[src/rtl/lrul_pkg.sv]
// ----------------------------------------------------------------------------
// lrul_pkg
// Shared types and constants for the LRU replacement list.
// ----------------------------------------------------------------------------
package lrul_pkg;

  localparam int FIELD_W = 16;
  localparam int CFG_W   = 5;

  localparam logic [CFG_W-1:0] SLOT_COUNT_RST = CFG_W'(16);

  localparam logic [1:0] OP_HOLD   = 2'd0;
  localparam logic [1:0] OP_UPDATE = 2'd1;
  localparam logic [1:0] OP_ROTATE = 2'd2;

  typedef struct packed {
    logic [1:0] op;
    logic       evict;
    logic       append;
  } lrul_ctl_t;

endpackage

[src/rtl/lru_replacement_list_core.sv]
// ----------------------------------------------------------------------------
// lru_replacement_list_core
// Recency-ordered key list with hit, insert and least-recent eviction.
// ----------------------------------------------------------------------------
// Each request is matched against all occupied positions in the cycle it is
// accepted, and the row of cells is updated at that same edge. The list is
// then streamed out least-recent first by rotating the occupied cells one
// position per accepted result; no new request is taken until the last
// entry of the previous list has been accepted.
module lru_replacement_list_core #(
  parameter int SLOTS    = 16,
  parameter int KEY_BITS = 16
) (
  input  logic                        clk,
  input  logic                        rst,
  input  logic                        cfg_we,
  input  logic [lrul_pkg::CFG_W-1:0]  cfg_data,
  input  logic                        in_valid,
  output logic                        in_ready,
  input  logic [lrul_pkg::FIELD_W-1:0] access_key,
  output logic                        out_valid,
  input  logic                        out_ready,
  output logic [lrul_pkg::FIELD_W-1:0] list_key,
  output logic                        last_entry,
  output logic                        was_hit,
  output logic                        evicted_valid,
  output logic [lrul_pkg::FIELD_W-1:0] evicted_key
);
  import lrul_pkg::*;

  localparam int CNT_W = $clog2(SLOTS + 1);
  localparam int CW    = (CNT_W > CFG_W) ? CNT_W : CFG_W;

  localparam logic ST_IDLE = 1'b0;
  localparam logic ST_EMIT = 1'b1;

  logic                st;
  logic [CFG_W-1:0]    slot_count;
  logic [CNT_W-1:0]    fill;
  logic [CNT_W-1:0]    emit_cnt;
  logic [FIELD_W-1:0]  ev_key;

  logic [KEY_BITS-1:0] cell_key [SLOTS];
  logic [SLOTS-1:0]    match;
  logic [SLOTS-1:0]    sh;
  logic [KEY_BITS-1:0] new_key;
  logic [31:0]         in_wide;
  logic [31:0]         head_wide;
  logic [CW-1:0]       cap;
  logic                full;
  logic                hit;
  logic                take;
  logic                give;
  lrul_ctl_t           ctl;

  assign in_wide   = 32'(access_key);
  assign new_key   = in_wide[KEY_BITS-1:0];
  assign head_wide = 32'(cell_key[0]);

  always_comb begin
    if (slot_count == '0) begin
      cap = CW'(1);
    end else if (CW'(slot_count) > CW'(SLOTS)) begin
      cap = CW'(SLOTS);
    end else begin
      cap = CW'(slot_count);
    end
  end

  assign full = CW'(fill) >= cap;
  assign hit  = |match;
  assign take = in_valid && in_ready;
  assign give = out_valid && out_ready;

  always_comb begin
    ctl.evict  = !hit && full;
    ctl.append = !hit && !full;
    if (take) begin
      ctl.op = OP_UPDATE;
    end else if (give) begin
      ctl.op = OP_ROTATE;
    end else begin
      ctl.op = OP_HOLD;
    end
  end

  for (genvar g = 0; g < SLOTS; g++) begin : g_cell
    lrul_cell #(
      .SLOTS    (SLOTS),
      .KEY_BITS (KEY_BITS),
      .IDX      (g)
    ) u_cell (
      .clk       (clk),
      .ctl       (ctl),
      .fill      (fill),
      .new_key   (new_key),
      .right_key ((g < SLOTS - 1) ? cell_key[(g + 1) % SLOTS] : cell_key[g]),
      .head_key  (cell_key[0]),
      .shift_in  ((g == 0) ? ctl.evict : sh[(g + SLOTS - 1) % SLOTS]),
      .shift_out (sh[g]),
      .match     (match[g]),
      .key       (cell_key[g])
    );
  end

  always_ff @(posedge clk) begin
    if (rst) begin
      st         <= ST_IDLE;
      slot_count <= SLOT_COUNT_RST;
      fill       <= '0;
      emit_cnt   <= '0;
    end else begin
      if (cfg_we) begin
        slot_count <= cfg_data;
      end
      case (st)
        ST_IDLE: begin
          if (take) begin
            if (ctl.append) begin
              fill <= fill + CNT_W'(1);
            end
            emit_cnt <= '0;
            st       <= ST_EMIT;
          end
        end
        ST_EMIT: begin
          if (give) begin
            if (last_entry) begin
              st <= ST_IDLE;
            end else begin
              emit_cnt <= emit_cnt + CNT_W'(1);
            end
          end
        end
        default: st <= ST_IDLE;
      endcase
    end
  end

  always_ff @(posedge clk) begin
    if (take) begin
      was_hit       <= hit;
      evicted_valid <= ctl.evict;
      ev_key        <= ctl.evict ? head_wide[FIELD_W-1:0] : '0;
    end
  end

  assign in_ready    = (st == ST_IDLE);
  assign out_valid   = (st == ST_EMIT);
  assign list_key    = head_wide[FIELD_W-1:0];
  assign last_entry  = (emit_cnt + CNT_W'(1)) == fill;
  assign evicted_key = ev_key;

endmodule

[src/rtl/lrul_cell.sv]
// ----------------------------------------------------------------------------
// lrul_cell
// One list position: holds a key, matches it, and shifts or rotates it.
// ----------------------------------------------------------------------------
module lrul_cell #(
  parameter int SLOTS    = 16,
  parameter int KEY_BITS = 16,
  parameter int IDX      = 0
) (
  input  logic                       clk,
  input  lrul_pkg::lrul_ctl_t        ctl,
  input  logic [$clog2(SLOTS+1)-1:0] fill,
  input  logic [KEY_BITS-1:0]        new_key,
  input  logic [KEY_BITS-1:0]        right_key,
  input  logic [KEY_BITS-1:0]        head_key,
  input  logic                       shift_in,
  output logic                       shift_out,
  output logic                       match,
  output logic [KEY_BITS-1:0]        key
);
  import lrul_pkg::*;

  localparam int CNT_W = $clog2(SLOTS + 1);

  logic occupied;
  logic has_right;
  logic is_newest;
  logic is_next_free;

  assign occupied     = fill > CNT_W'(IDX);
  assign has_right    = fill > CNT_W'(IDX + 1);
  assign is_newest    = fill == CNT_W'(IDX + 1);
  assign is_next_free = fill == CNT_W'(IDX);

  assign match     = occupied && (key == new_key);
  assign shift_out = shift_in | match;

  always_ff @(posedge clk) begin
    case (ctl.op)
      OP_UPDATE: begin
        if (ctl.append) begin
          if (is_next_free) begin
            key <= new_key;
          end
        end else if (shift_out) begin
          if (has_right) begin
            key <= right_key;
          end else if (is_newest) begin
            key <= new_key;
          end
        end
      end
      OP_ROTATE: begin
        if (has_right) begin
          key <= right_key;
        end else if (is_newest) begin
          key <= head_key;
        end
      end
      default: begin
      end
    endcase
  end

endmodule

[config.mk]
export PLATFORM = sky130hd
export DESIGN_NAME = lru_replacement_list_core
export DESIGN_NICKNAME = d
export VERILOG_FILES = /design/src/rtl/lrul_pkg.sv /design/src/rtl/lru_replacement_list_core.sv /design/src/rtl/lrul_cell.sv
export SDC_FILE = /design/constraint.sdc
export NUM_CORES = 1
export LEC_CHECK = 0
export ABC_AREA = 1
export BUFFER_PORTS_ARGS = -buffer_cell sky130_fd_sc_hd__buf_2
export CORE_UTILIZATION = 35
export CTS_BUF_LIST = sky130_fd_sc_hd__clkbuf_16
export DETAILED_ROUTE_END_ITERATION = 12
export GPL_TIMING_DRIVEN = 0
export SLEW_MARGIN = 0
export SYNTH_ARGS = -nofsm -noshare
export SYNTH_HDL_FRONTEND = slang
export SYNTH_HIERARCHICAL = 1
export SYNTH_SLANG_ARGS = --single-unit
export TNS_END_PERCENT = 100
[constraint.sdc]
create_clock -name clk -period 16.4 [get_ports clk]
set_input_delay 0.82 -clock clk [delete_from_list [all_inputs] [get_ports clk]]
set_output_delay 0.82 -clock clk [all_outputs]
set_load 0.03 [all_outputs]
==> summary.md <==
| Metric | Value |
|---|---|
| Startpoint Class | `input pin` |
| Number of global-route vias before repair | `around 20000` |
| Dpl ws | `9.32 ns` |
| Synth Instances | `between 3000 and 4000` |
| Critical path type | `in -> reg` |
| Starting density of the core | `0.354` |
| Maxcap violations | `0` |
| Crit end category | `flip-flop` |
| Max Clock Skew | `~0.023 ns` |
| H-tree levels | `2` |
| Leakage power | `11.7 nW` |
| Crit-path leading delay family | `simple AND/OR/NAND/NOR gates` |
| Slew Limit Headroom | `0.112` |
| Full die area | `about 69000 um2` |
| Period utilization | `0.405` |
| # hold bufs at CTS | `0` |
| Largest net degree at the start of global routing | `38` |
| Critical Path AT | `just under 7 ns` |
| ANT nets after route | `0` |
| # DRC | `0` |
| Layout cell share with drive strength beyond 1 | `0.175` |
| Final Instance Count excl. Fillers | `about 4200` |
| DIE WIDTH | `about 260 um` |
| Worst-Skew Late Latency | `roughly 0.57 ns` |
| Placed insts | `around 4200` |
| Die height | `between 200 and 300 um` |
| Worst setup margin | `just under 10 ns` |
| Final net count | `roughly 3400` |
| Detailed Route Iter0 Violations | `around 2400` |
| CTS tree | `built` |
| Overall Global Routing Usage | `0.238` |
| Syn-to-layout area delta | `13.7%` |
| Most frequent cells in the layout | `nand2_1 (722), inv_1 (476), nor2_1 (473), edfxtp_1 (274), o21ai_0 (127)` |
| Unrepaired setup endpoints after global routing | `no` |
| Avg Inst Size Synth | `between 7 and 8 um2` |
| Syn_nets | `between 3000 and 4000` |
| Drt total wl | `between 80000 and 90000 um` |
| Setup-failing EPs final | `0` |
| First-pass GRT wire length | `125000 um` |
| Clk sinks | `290` |
| Crit path max fanout | `33` |
| Clock slew at reported path FFs | `0.06 ns` |
| Routed WL per cell | `19.9 um` |
| Setup TNS | `0 ns` |
| Max Clock Freq | `between 150 and 200 MHz` |
| Buffers added on ports | `slightly above 60` |
| HP Class | `in -> reg` |
| Worst Path Required | `approximately 17 ns` |
| Status | `complete, no violations` |
| Ports | `63` |
| Max rail drop VDD | `~73 uV` |
| Post-Syn Area | `approximately 24000 um2` |
| Hold Vio Cnt, Final | `0` |
| Yosys Warn Count | `6` |
| Core area | `roughly 67000 um2` |
| Post-cts resize count | `0` |
| Worst slew pin tran | `around 1.3 ns` |
| TritonCTS buffer count | `37` |
| Total grt overflow | `0` |
| Dpl hpwl | `roughly 56000 um` |
| First-pass iteration count of the detailed router | `5` |
| CTS Buffer Depth | `3` |
| Final critical-path required period | `6.65 ns` |
| Rows | `between 90 and 100` |
| Via Count | `roughly 22000` |
| Placer Congestion | `between 0.9 and 1` |
| Vias/cell | `between 5 and 6` |
| Final slew viol count | `0` |
| Commonest non-fill, non-tap cell in the layout | `nand2_1` |
| Initial antenna violation count | `0` |
| Crit path buf inv count | `20` |
| Fin util | `0.402` |
| CP max-delay cell | `buf_2` |
| CP max stage delay | `between 0.8 and 0.9 ns` |
| Post-CTS Setup Inserts | `0` |
| Pwr per Cell Area | `roughly 83 nW/um2` |
| Clk root buf | `clkbuf_16` |
-- area by class of cell --
type | instances | area, um2
sequential | 290 | 8550
clock inverter | 27 | 223
buffer | 71 | 708
tap | 873 | 1090
inverter | 538 | 2060
fill | 6817 | 40200
clock buffer | 39 | 976
antenna | 1 | 2.50
timing repair buffer | 91 | 953
multi-input combinational | 2312 | 12400
-- stage by stage --
step	total power, mW	hold slack (ns)	cell area [um2]
2_1_floorplan	1.20	0.470	23700
3_3_place_gp	1.37	0.487	25100
3_5_place_dp	1.41	0.499	25800
4_1_cts	2.24	0.473	27000
5_1_grt	2.32	0.491	27000
6_report	2.24	0.491	27000
-- worst register-to-register path: cells and delay by family (launching register included) --
| family | cells | cell delay, ns |
|---|---|---|
| buf+inv | 19 | 1.98 |
| xor+xnor | 1 | 0.11 |
| simple gates | 24 | 2.66 |
| flops | 1 | 1.07 |
-- flip-flops by register name, summed over array words and instances, names as in the netlist --
signal and flops:
evicted_valid 1, out_valid 1, slot_count 5, evicted_key 16, fill 5, emit_cnt 5, g_cell.u_cell/key 256, was_hit 1
-- where the power goes --
group / internal (mW) / total [mW] / switching (mW) / leakage (nW)
combinational: 0.165 / 0.486 / 0.321 / 8.50
clock: 0.491 / 0.837 / 0.346 / 0.611
sequential: 0.857 / 0.919 / 0.0615 / 2.64
-- routing by layer --
layer  vias to the layer above  global-route usage  part of all wire
li1                      10886                   -                 -
met1                     10441               0.332              0.43
met2                       928               0.378              0.45
met3                       166              0.0320             0.081
met4                         0              0.0833             0.036
met5                         -                   0                 0
-- path summary, 6_finish.rpt --
check | slack (ns) | cells past startpoint | start | endpoint
hold reg to reg | 0.51 | 2 | out_valid | out_valid
hold / removal | 0.49 | 3 | cfg_data[4] | slot_count[4]
setup reg to reg | 10.20 | 44 | g_cell[0].u_cell/key[3] | g_cell[15].u_cell/key[4]
setup / recovery | 9.75 | 47 | access_key[2] | g_cell[15].u_cell/key[4]
Power figures use the tool's default switching activity.
